===== config.mk =====
export PLATFORM = sky130hd
export DESIGN_NAME = pcgh_div
export DESIGN_NICKNAME = d
export VERILOG_FILES = /design/src/pcgh_pkg.sv /design/src/pcgh_div.sv
export SDC_FILE = /design/constraint.sdc
export NUM_CORES = 1
export LEC_CHECK = 0
export BUFFER_PORTS_ARGS = -buffer_cell sky130_fd_sc_hd__buf_2
export CELL_PAD_IN_SITES_DETAIL_PLACEMENT = 1
export CELL_PAD_IN_SITES_GLOBAL_PLACEMENT = 1
export CORE_ASPECT_RATIO = 0.7
export CORE_MARGIN = 5
export CORE_UTILIZATION = 40
export CTS_BUF_LIST = sky130_fd_sc_hd__clkbuf_16
export CTS_CLUSTER_DIAMETER = 80
export DETAILED_ROUTE_END_ITERATION = 8
export GPL_ROUTABILITY_DRIVEN = 0
export PLACE_DENSITY = 0.88
export RECOVER_POWER = 25
export SLEW_MARGIN = 5
export SYNTH_ARGS = -nofsm -noshare
export SYNTH_HDL_FRONTEND = slang
export SYNTH_SLANG_ARGS = --single-unit
export TNS_END_PERCENT = 1

===== constraint.sdc =====
create_clock -name clk -period 5.7 [get_ports clk]
set_input_delay 0.285 -clock clk [delete_from_list [all_inputs] [get_ports clk]]
set_output_delay 0.285 -clock clk [all_outputs]
set_load 0.005 [all_outputs]

===== src/pcgh_pkg.sv =====
// Shared types, constants and codes of the point cloud height grid.
package pcgh_pkg;

  localparam int MAX_POINTS = 4096;
  localparam int PT_AW      = $clog2(MAX_POINTS);
  localparam int CNT_W      = $clog2(MAX_POINTS + 1);
  localparam int GRID_CELLS = 64;
  localparam int CELL_AW    = $clog2(GRID_CELLS);
  localparam int GRID_W     = $clog2(GRID_CELLS + 1);

  localparam int COORD_W   = 32;
  localparam int PT_DW     = 3 * COORD_W;
  localparam int CFG_W     = 12;
  localparam int STEP_W    = 11;
  localparam int CFG_IDX_W = 3;
  localparam int SPAN_W    = CFG_W + 1;

  localparam int DIV_NW    = 57;
  localparam int DIV_MW    = DIV_NW - 1;
  localparam int DIV_DW    = 32;
  localparam int DIV_CNT_W = $clog2(DIV_MW);

  localparam int PROD_W  = COORD_W + 1 + SPAN_W;
  localparam int Q_W     = 21;
  localparam int NH_W    = 22;
  localparam int SUM_W   = 32;
  localparam int CELL_DW = SUM_W + CNT_W;
  localparam int AVG_W   = 20;

  typedef enum logic [CFG_IDX_W-1:0] {
    CFG_GRID_X_LOW  = 3'd0,
    CFG_GRID_X_HIGH = 3'd1,
    CFG_GRID_Z_LOW  = 3'd2,
    CFG_GRID_Z_HIGH = 3'd3,
    CFG_HEIGHT_LOW  = 3'd4,
    CFG_HEIGHT_HIGH = 3'd5,
    CFG_CELL_STEP   = 3'd6
  } cfg_index_t;

  typedef enum logic [14:0] {
    S_CLEAR      = 15'b000000000000001,
    S_IDLE       = 15'b000000000000010,
    S_COLS       = 15'b000000000000100,
    S_ROWS       = 15'b000000000001000,
    S_RCLAMP     = 15'b000000000010000,
    S_PT_READ    = 15'b000000000100000,
    S_PT_LATCH   = 15'b000000001000000,
    S_MUL        = 15'b000000010000000,
    S_NDIV       = 15'b000000100000000,
    S_BINX       = 15'b000001000000000,
    S_BINZ       = 15'b000010000000000,
    S_ACC_READ   = 15'b000100000000000,
    S_ACC_WRITE  = 15'b001000000000000,
    S_EMIT_READ  = 15'b010000000000000,
    S_EMIT_DIV   = 15'b100000000000000
  } state_t;

  typedef struct packed {
    logic                     start;
    logic signed [DIV_NW-1:0] dividend;
    logic [DIV_DW-1:0]        divisor;
  } div_req_t;

  typedef struct packed {
    logic                     done;
    logic signed [DIV_NW-1:0] quotient;
  } div_rsp_t;

endpackage


===== src/pcgh_div.sv =====
// Shared restoring divider, one quotient bit per cycle, truncating toward zero.
module pcgh_div import pcgh_pkg::*; (
  input  logic     clk,
  input  logic     rst,
  input  div_req_t req,
  output div_rsp_t rsp
);

  logic                  active;
  logic                  done;
  logic                  neg;
  logic [DIV_CNT_W-1:0]  iter;
  logic [DIV_DW-1:0]     rem;
  logic [DIV_DW-1:0]     den;
  logic [DIV_MW-1:0]     quo;
  logic [DIV_NW-1:0]     mag;
  logic [DIV_DW:0]       shifted;
  logic [DIV_DW:0]       diff;
  logic                  fits;

  assign mag     = req.dividend[DIV_NW-1] ? DIV_NW'(-req.dividend) : DIV_NW'(req.dividend);
  assign shifted = {rem, quo[DIV_MW-1]};
  assign fits    = shifted >= {1'b0, den};
  assign diff    = shifted - {1'b0, den};

  always_ff @(posedge clk) begin
    if (rst) begin
      active <= 1'b0;
      done   <= 1'b0;
    end else begin
      done <= 1'b0;
      if (req.start) begin
        active <= 1'b1;
        iter   <= '0;
        rem    <= '0;
        den    <= req.divisor;
        neg    <= req.dividend[DIV_NW-1];
        quo    <= mag[DIV_MW-1:0];
      end else if (active) begin
        if (fits) begin
          rem <= diff[DIV_DW-1:0];
          quo <= {quo[DIV_MW-2:0], 1'b1};
        end else begin
          rem <= shifted[DIV_DW-1:0];
          quo <= {quo[DIV_MW-2:0], 1'b0};
        end
        if (iter == DIV_CNT_W'(DIV_MW - 1)) begin
          active <= 1'b0;
          done   <= 1'b1;
        end
        iter <= iter + 1'b1;
      end
    end
  end

  assign rsp.done     = done;
  assign rsp.quotient = neg ? -$signed({1'b0, quo}) : $signed({1'b0, quo});

endmodule


==> reports/metrics.yaml <==
cts:
  post-cts-setup-buffer-count: 0
  numCtsBuffers: 17
  insertion_delay_ns: 0.42
  clockRootBuffer: "clkbuf_16"
  cts_max_level: 4
  clk_pin_slew_worst_paths_ns: 0.06
  cts_tree: "done"
  clockBufferDepth: 2
  clock-sinks: 129
  post_cts_resized: 0
  postCtsHoldBufs: 0
critical_path:
  cp-startpoint: "quo[4]$_DFFE_PP_"
  cp.required_ns: 5.41
  cp-end-kind: "output pin"
  start_kind: "flip-flop"
  r2r_slack_ns: 1.45
  r2r-start: "rem[2]$_SDFFCE_PP0P_"
  worstPathArrival_ns: 4.60
  setup.worst_path.end: "rsp[47]"
  r2r_end: "rem[16]$_SDFFCE_PP0P_"
  worstPathMaxFanout: 5
  reg2reg_depth: 11
  worstSetupPathType: "flip-flop to output pin"
drt:
  finalWirelength_microns: 27900
  drt-pass1-iter-count: 5
  drtIter0Drc: 502
  vias: 8026
  drc_errors: 0
  ant_nets: 0
  vias_per_cell: 5.65
  avgRoutedWirePerCell_microns: 19.7
yosys:
  yosysWarningCount: 0
  syn_area_per_cell_sq_um: 9.49
  syn_nets: 1088
  ys.flop_type: "edfxtp_1"
  synth_edf_count: 127
  netlist_instances: 960
  yosys.cell_types.count: 56
  synthArstFlopShare_pct: 0
  synth_seq_cells: 129
  synth_area_sq_um: 9110
  synth_seq_area_share_pct: 42.3
finish:
  fin_nets: 1218
  multiInputGateArea_sq_um: 4910
  area_growth_pct: 18.2
  regArea_sq_um: 3850
  fill_cells: 2633
  mostFrequentLayoutCells: "buf_2, edfxtp_1, nor2_1, a21oi_1, xnor2_1"
  final_common_cell: "buf_2"
  drive_gt1_share_pct: 18.2
  instances_no_fill: 1421
hold_path:
  worstHoldPathType: "primary input to flip-flop"
timing:
  tns_ns: 0
  worst_pin_slew_ns: 4.68
  fmax_ghz: 0.205
  setup_viol: 0
  hold_violations: 0
  finClkSkew_ns: 0.00882
  fin_crit_sh_pct: 85.6
  slew_headroom_pct: -212
  rsz0062_at_grt: "no"
  final-max-slew-violation-count: 212
  fin_crit_ns: 4.88
floorplan:
  core_sq_um: 22600
  num_rows: 46
  die_y_microns: 136
  initial_utilization_pct: 40.4
  die-area_sq_um: 26000
  dieWidth_microns: 190
  io-pin-count: 150
pwr:
  leakagePower_nw: 4.24
  pwr_density_cell_nw_per_um2: 297
  vdd_drop_max_mv: 0.214
placed_design:
  post-dp-hpwl_microns: 20500
  port_buffers: 149
  placed_cells: 1383
grt:
  grt_pass1_wl_microns: 44100
  overflow: 0
  antenna_found_initial: 7
  gr-usage-all-layers_pct: 21.2
  grt_max_degree: 117
  first_global_vias: 8336
run_status:
  violations: "max-capacitance violations, max-slew violations"
  run_status: "finished with violations"
flow_run:
  cap_violations: 3
==> worst max-delay path, cell delays in order, from the launching register on <==
cell	delay (ns)
edfxtp_1	0.46
nor4_1	0.64
nand3_1	0.33
or4_4	0.63
or4_4	0.54
or4_4	0.54
o41ai_4	0.53
nand2_1	0.14
xor2_1	0.20
buf_2	0.14
==> power breakdown <==
group	total, mW	internal [mW]	switching (mW)
Sequential	1.21	1.15	0.0641
Clock	1.20	0.766	0.430
Combinational	0.791	0.326	0.466
==> synth_stat cells, drive strengths merged, types with 17 or more instances <==
master / number / share of area [%]
inv: 49 / 2.0
nand2: 64 / 2.6
o21ai: 55 / 3.0
a21oi: 93 / 5.1
xor2: 69 / 6.6
xnor2: 70 / 6.7
or3: 17 / 1.3
o41ai: 22 / 2.6
nand3: 21 / 1.2
nor2: 116 / 4.8
clkbuf: 38 / 1.6
o31ai: 33 / 2.8
or4: 28 / 2.6
ha: 35 / 4.8
edfxtp: 127 / 42
==> area by class of cell <==
cell class | count | share of cell area [%]
multi-input combinational | 738 | 45.6
sequential | 129 | 35.8
timing repair buffer | 155 | 7.39
clock buffer | 17 | 3.95
tap | 312 | 3.62
clock inverter | 15 | 1.85
inverter | 49 | 1.71
antenna | 6 | 0.139
==> routing by layer <==
metal / part of all wire [%] / wire [microns] / global-route usage (%) / up-vias
met5: 0.047 / 13 / 0 / -
met3: 4.5 / 1260 / 4.16 / 52
met1: 47 / 13100 / 29.6 / 3958
li1: - / - / - / 3792
met4: 2.4 / 665 / 7.58 / 2
met2: 46 / 12900 / 33.1 / 222
==> kinds of logic (layout without fill, tap and decap cells) <==
group	after synthesis	after routing	synth area share, %
AOI/OAI and AO/OA	257	257	18.1
xor gates and xnor gates	139	139	13.4
adders and majority gates	36	36	5.02
buffers and inverters	93	236	3.94
DFF	129	129	42.3
muxes	16	16	1.76
other	0	6	0
and+or+nand+nor	290	290	15.6
==> worst min path at each step <==
stage / start / endpoint / cells past startpoint
floorplan: rst / active$_SDFF_PP0_ / 1
global placement: req[16] / den[16]$_DFFE_PP_ / 1
detailed placement: req[29] / den[29]$_DFFE_PP_ / 1
CTS: req[13] / den[13]$_DFFE_PP_ / 1
global route: req[13] / den[13]$_DFFE_PP_ / 1
finish: req[13] / den[13]$_DFFE_PP_ / 1
==> sequential cells by signal, indices dropped and copies added, names as in the netlist <==
register  count
iter          6
rem          32
active        1
quo          56
done          1
neg           1
den          32
==> metrics by stage <==
| stage | instance area [sq um] | power (mW) | util (%) | worst slack, ns | hold slack, ns |
|---|---|---|---|---|---|
| finish | 10800 | 3.20 | 47.8 | 0.820 | 0.0317 |
| global route | 10800 | 3.35 | 47.8 | 0.361 | 0.0184 |
| CTS | 10800 | 3.21 | 47.8 | 0.873 | 0.0170 |
| detailed placement | 10200 | 2.01 | 45.0 | 1.34 | 0.464 |
| global placement | 10200 | 1.96 | 45.0 | 1.54 | 0.462 |
| floorplan | 9110 | 1.74 | - | 0.371 | 0.358 |
Note: power is estimated with default switching activity, not from simulation.
