===== src/pcgh_ram.sv =====
// Generic single-port RAM with registered read data.
module pcgh_ram #(
  parameter int WIDTH = 8,
  parameter int DEPTH = 16
) (
  input  logic                     clk,
  input  logic                     we,
  input  logic [$clog2(DEPTH)-1:0] addr,
  input  logic [WIDTH-1:0]         wdata,
  output logic [WIDTH-1:0]         rdata
);

  logic [WIDTH-1:0] mem [DEPTH];

  always_ff @(posedge clk) begin
    if (we) begin
      mem[addr] <= wdata;
    end
    rdata <= mem[addr];
  end

endmodule


===== config.mk =====
export PLATFORM = sky130hd
export DESIGN_NAME = pcgh_ram
export DESIGN_NICKNAME = d
export VERILOG_FILES = /design/src/pcgh_ram.sv
export SDC_FILE = /design/constraint.sdc
export NUM_CORES = 1
export LEC_CHECK = 0
export BUFFER_PORTS_ARGS = -buffer_cell sky130_fd_sc_hd__buf_2
export CAP_MARGIN = 10
export CORE_ASPECT_RATIO = 1.5
export CORE_MARGIN = 4
export CORE_UTILIZATION = 50
export DETAILED_ROUTE_END_ITERATION = 7
export PLACE_DENSITY = 0.71
export SYNTH_ARGS = -nofsm -noshare
export SYNTH_HDL_FRONTEND = slang
export SYNTH_SLANG_ARGS = --single-unit

===== constraint.sdc =====
create_clock -name clk -period 4.7 [get_ports clk]
set_input_delay 0 -clock clk [delete_from_list [all_inputs] [get_ports clk]]
set_output_delay 0 -clock clk [all_outputs]
set_load 0.01 [all_outputs]

==> impl_metrics.py, run 1 <==
metrics = {
    "critical_path": {
        "crit_chain": "buf_2 > buf_4 > nand2_1 > nor2_1",
        "crit_fanout": 21,
        "critPathTopFamily": "buffers and inverters",
        "critPathArrivalTime_ns": 1.85,
        "critPathRequiredTime_ns": 4.74,
        "slowest_delay_ns": 0.65,
        "start_kind": "primary input",
        "critPathKind": "in2reg",
        "cp_slowest_cell": "nor2_1",
        "worst-path-buf-inv": 2,
        "crit_path_end_kind": "register",
    },
    "pwr": {
        "max-vdd-ir-drop_mv": 0.2508,
        "internal-power_w": 0.002122,
        "power.share.clock_pct": 43.5,
        "powerDensity_nw_per_um2": 451.1,
        "p_switching_w": 0.0005210,
        "sequentialPowerShare_pct": 51.6,
        "p_comb_share_pct": 4.9,
        "power.leakage_nw": 1.919,
        "switching_share_pct": 19.71,
    },
    "timing": {
        "max_slew_margin_pct": 18.40,
        "period_needed_ns": 1.804,
        "rsz0062_at_grt": "false",
        "fin_crit_sh_pct": 38.38,
        "worst_pin_slew_ns": 1.215,
        "setup_viol": 0,
        "finalHoldViolCount": 0,
        "maxSlewViolCount": 0,
        "max_freq_ghz": 0.5544,
        "whs_ns": 0.01393,
        "final.setup_skew_ns": 0.007008,
        "fin_setup_tns_ns": 0,
    },
    "clock_tree": {
        "htree_levels": 4,
        "clock-sinks": 136,
        "cts_tree": "built",
        "ctsResizeCount": 0,
        "clock_latency_ns": 0.41,
        "cts_root_buffer": "clkbuf_16",
        "cts_buffer_depth": 2,
        "cts_setup_buffers": 0,
        "cts-buffers-inserted": 17,
        "path_clk_slew_ns": 0.05,
        "hold_buffers": 5,
    },
    "run": {
        "drv_cap": 0,
    },
    "final_layout": {
        "fin_area_sq_um": 5858,
        "final_nets": 283,
        "syn_to_final_growth_pct": 15.60,
        "diodes": 0,
        "final_util_pct": 59.78,
        "drive_gt1_share_pct": 29.08,
        "multi_input_area_sq_um": 1003,
        "fillers": 687,
        "seq_area_sq_um": 4004,
    },
    "run_status": {
        "outcome": "complete, no violations",
    },
    "min_path": {
        "hold_class": "in2reg",
    },
    "drt": {
        "drt_iter0_markers": 345,
        "vias": 2385,
        "first_pass_iters": 4,
        "drcViolationCount": 0,
        "final_antenna_net_count": 0,
        "wl_per_cell_um": 24.12,
        "routed_wirelength_um": 9577,
        "avgViaCountPerCell": 6.008,
    },
    "floorplan": {
        "initial_core_util_pct": 51.71,
        "die_h_um": 131.3,
        "core-area_sq_um": 9799,
        "die-area_sq_um": 11840,
        "fp.dieW_um": 90.20,
        "num_rows": 44,
        "ios": 22,
    },
    "logic_synthesis": {
        "synthFlopType": "edfxtp_1",
        "synth.avg_cell_area_sq_um": 22.03,
        "synth_area_leaders": "edfxtp_1 76%, mux4_2 14%, dfxtp_1 3.2%",
        "synth_edf_count": 128,
        "synthesis.area_sq_um": 5067,
        "synth_top_area_share_pct": 75.85,
        "async_reset_ff_share_pct": 0,
        "yosysSeqAreaShare_pct": 79.01,
        "yosysTopAreaCell": "edfxtp_1",
        "yosys_warnings": 0,
        "synth-seq-cells": 136,
        "synth_cells": 230,
        "synth.distinct_cells": 18,
        "syn_nets": 244,
    },
    "place": {
        "gp_congestion": 0.7780,
        "placed_cell_area_sq_um": 5264,
        "post-dp-hpwl_um": 5903,
        "io_buffer_count": 21,
    },
    "global_route": {
        "grt_overflow": 0,
        "grt_max_degree": 40,
        "antenna_found_initial": 0,
        "grt_pass1_vias": 2427,
        "globalRouteTotalUtil_pct": 17.46,
        "grt_pass1_wl_um": 14490,
    },
}
[cells in the final DEF, fill, tap and decap left out, types with 3 or more instances in the layout]
| master | count |
|---|---|
| clkinv_2 | 4 |
| a22oi_1 | 16 |
| dlygate4sd3_1 | 6 |
| nand2_1 | 9 |
| nor3_1 | 4 |
| dfxtp_1 | 8 |
| nor2_1 | 13 |
| buf_2 | 23 |
| clkbuf_1 | 8 |
| clkbuf_16 | 17 |
| clkbuf_8 | 3 |
| mux4_2 | 32 |
| edfxtp_1 | 128 |
[state kept, by name, summed over array words and instances (netlist names)]
signal / cells
mem: 128
rdata: 8
[worst register-to-register path, stage by stage (launching register included)]
cell,delay (ns)
edfxtp_1,0.35
mux4_2,0.50
a22oi_1,0.33
nand2_1,0.10
[power by group through the flow]
stage	combinational [W]	sequential, W	clock [W]
after global routing	0.000139	0.00137	0.00121
final	0.000130	0.00136	0.00115
after global placement	0.000125	0.00139	0
after floorplan	0.0000699	0.00139	0
after CTS	0.000131	0.00136	0.00116
after detailed placement	0.000127	0.00139	0
[synth_stat cells (all sizes together), types with 2 or more instances]
cell type and number:
edfxtp 128, mux4 32, a22oi 16, nor2 13, nand2 9, buf 8, dfxtp 8, nor3 4
clkbuf 3, nand2b 2, nand3b 2, nor2b 2
[per-layer routing]
metal	wire length [um]	vias to the layer above	track usage, %
li1	-	1036	-
met1	3710	1250	20.02
met2	5159	74	28.98
met3	396	25	6.293
met4	310	0	8.688
met5	0	-	0
[metrics by stage]
stage          setup slack [ns]  std cells  total power [W]
2_1_floorplan             3.207        230         0.001461
3_3_place_gp              2.520        356         0.001513
3_5_place_dp              2.436        356         0.001516
4_1_cts                   2.856        393         0.002656
5_1_grt                   2.703        397         0.002719
6_report                  2.896        397         0.002643
[area by class of cell]
type | instances | area share, %
clock inverters | 4 | 0.3417
repair buffers | 31 | 3.246
multi-input cells | 83 | 17.13
flip-flops and latches | 136 | 68.35
clock buffers | 28 | 8.479
well taps | 115 | 2.456
[final timing paths]
kind | startpoint | end | slack, ns | cells past startpoint
setup / recovery | addr[0] | mem[3][0] | 2.90 | 4
hold / removal | wdata[2] | mem[1][2] | 0.01 | 1
setup reg to reg | mem[3][3] | rdata[3] | 3.29 | 3
hold reg to reg | mem[14][3] | rdata[3] | 0.68 | 3
[cells by family (layout without fill, tap and decap cells)]
logic type | count (synthesis) | in the layout | share of synthesized area (%)
buffers and inverters | 11 | 63 | 1.185
AND/OR/NAND/NOR | 35 | 35 | 3.210
AO/OA/AOI/OAI | 16 | 16 | 2.370
flip-flops | 136 | 136 | 79.01
multiplexers | 32 | 32 | 14.22
(Power assumes the default switching activity.)
==> inputs of run 2 (changes only) <==
Settings changed: PLACE_DENSITY 0.71 to 0.73.
Clock period 4.7 ns to 1.5 ns, I/O delays scaled along.
==> run 2 against run 1 <==
Wire length increased by 0.95%. Sequential share of layout area decreased by 2.8 points. Count of clock-buffer cells in the layout decreased by 8. Die area unchanged. Largest power group unchanged. First-iteration DRC count decreased by 40%. Critical path type is now reg2reg. Utilization increased by 2.6 points. Critical path depth decreased by 1. Final cell count increased by 5.8%. Clock power increased to 3.3 times the previous value. Clock skew about the same. Sequential power increased to 3.1 times the previous value.
==> impl_metrics.py, run 2 (synthesis gave the netlist of run 1 again) <==
metrics = {
    "clock_tree": {
        "clock_latency_ns": 0.41,
        "cts_tree": "built",
        "htree_levels": 4,
        "clock-sinks": 136,
        "cts-buffers-inserted": 17,
        "cts_buffer_depth": 2,
        "path_clk_slew_ns": 0.05,
        "cts_setup_buffers": 0,
        "cts_root_buffer": "clkbuf_16",
    },
    "critical_path": {
        "critPathKind": "reg2reg",
        "crit_path_end_kind": "register",
        "cp_slowest_cell": "mux4_2",
        "critPathArrivalTime_ns": 1.60,
        "r2r_cells": 3,
        "crit_fanout": 1,
        "reg2reg_to": "rdata[4]",
        "start_kind": "register",
        "crit_chain": "mux4_2 > a22oi_1 > nand2_1",
        "critPathRequiredTime_ns": 1.80,
        "r2r_slack_ns": 0.20,
        "slowest_delay_ns": 0.48,
        "r2r_start": "mem[3][4]",
    },
    "min_path": {
        "whs_path_depth": 5,
        "hold_class": "in2reg",
        "min_from": "addr[3]",
        "hold_path_end": "rdata[7]",
    },
    "place": {
        "io_buffer_count": 21,
        "placedCellCount": 380,
        "post-dp-hpwl_um": 6323,
        "gp_congestion": 0.7379,
    },
    "timing": {
        "maxSlewViolCount": 0,
        "period_needed_ns": 1.299,
        "finalHoldViolCount": 0,
        "fin_setup_tns_ns": 0,
        "max_slew_margin_pct": 72.68,
        "rsz0062_at_grt": "false",
        "final.setup_skew_ns": 0.006736,
        "max_freq_ghz": 0.7701,
        "worst_pin_slew_ns": 0.4098,
        "fin_crit_sh_pct": 86.57,
        "setup_viol": 0,
    },
    "pwr": {
        "sequentialPowerShare_pct": 50.1,
        "switching_share_pct": 19.70,
        "power.leakage_nw": 2.068,
        "max-vdd-ir-drop_mv": 1.102,
        "powerDensity_nw_per_um2": 1397,
        "power.share.clock_pct": 44.8,
        "p_comb_share_pct": 5.0,
        "p_switching_w": 0.001682,
        "internal-power_w": 0.006854,
    },
    "run_status": {
        "outcome": "complete, no violations",
    },
    "final_layout": {
        "diodes": 0,
        "reg_top3": "mem (128), rdata (8)",
        "syn_to_final_growth_pct": 20.54,
        "mostFrequentLayoutCells": "128 x edfxtp_1, 32 x mux4_2, 22 x buf_4, 21 x buf_2, 17 x clkbuf_16",
        "final_cells": 420,
        "largest_reg_flops": 128,
        "layout_commonest_cell": "edfxtp_1",
        "regMostFlops": "mem",
        "final_util_pct": 62.33,
        "drive_gt1_share_pct": 34.75,
        "final_nets": 306,
    },
    "global_route": {
        "grt_pass1_wl_um": 15660,
        "grtUsageMet1_pct": 22.11,
        "met2_usage_pct": 30.94,
        "globalRouteTotalUtil_pct": 18.10,
        "grt.busiest_layer": "met2",
        "grt_pass1_vias": 2664,
        "grt_use_met3_pct": 5.549,
        "antenna_found_initial": 0,
        "grt_overflow": 0,
        "grt_max_degree": 22,
    },
    "drt": {
        "drcViolationCount": 0,
        "drt_iter0_markers": 206,
        "avgViaCountPerCell": 5.845,
        "vias": 2455,
        "wl_per_cell_um": 23.02,
        "routed_wirelength_um": 9668,
        "final_antenna_net_count": 0,
        "first_pass_iters": 4,
    },
    "floorplan": {
        "initial_core_util_pct": 51.71,
        "num_rows": 44,
        "die-area_sq_um": 11840,
        "core-area_sq_um": 9799,
        "fp.dieW_um": 90.20,
        "ios": 22,
        "die_h_um": 131.3,
    },
    "run": {
        "drv_cap": 0,
    },
}
## run 2: how the worst max path moves through the flow
stage | from | endpoint | depth (start not counted)
5_1_grt | mem[3][4] | rdata[4] | 3
3_5_place_dp | addr[0] | rdata[4] | 5
4_1_cts | mem[3][4] | rdata[4] | 3
3_3_place_gp | addr[0] | rdata[1] | 5
2_1_floorplan | addr[2] | mem[0][0] | 2
6_report | mem[3][4] | rdata[4] | 3
## run 2: area by class of cell
| class | count | area, sq um |
|---|---|---|
| Fill cell | 665 | 3691 |
| Tap cell | 115 | 143.9 |
| Clock inverter | 12 | 110.1 |
| Timing Repair Buffer | 54 | 410.4 |
| Sequential cell | 136 | 4004 |
| Multi-Input combinational cell | 83 | 1003 |
| Clock buffer | 20 | 436.7 |
## run 2: repair_timing
| item | in CTS | in global routing |
|---|---|---|
| hold endpoints to repair | 128 | 0 |
| gates resized for setup | 0 | 0 |
| hold buffers | 8 | 0 |
## run 2: critical path, delay by kind of cell, from the launching register on
kind,cells,cell delay (ns)
and+or+nand+nor,1,0.08
muxes,1,0.48
AOI/OAI and AO/OA,1,0.27
DFF,1,0.36
## run 2: power groups by stage
stage               Clock [W]  Sequential, W  Combinational, W
finish                0.00383        0.00428          0.000431
global route          0.00406        0.00428          0.000471
CTS                   0.00389        0.00428          0.000437
detailed placement          0        0.00436          0.000418
global placement            0        0.00435          0.000405
floorplan                   0        0.00436          0.000219
## run 2: routing by layer
layer  vias to the layer above  share of wire [%]
li1                       1081                  -
met1                      1295                 39
met2                        64                 55
met3                        15                4.0
met4                         0                1.6
met5                         -                  0
## run 2: metrics by stage
stage / power (W) / hold slack (ns) / worst slack, ns / instance area [sq um]
floorplan: 0.004577 / 0.09887 / 0.006992 / 5067
global placement: 0.004759 / 0.3825 / 0.1499 / 5482
detailed placement: 0.004775 / 0.3951 / 0.1290 / 5482
CTS: 0.008610 / 0.1661 / 0.1847 / 6108
global route: 0.008814 / 0.2183 / 0.1145 / 6108
finish: 0.008536 / 0.1985 / 0.2015 / 6108
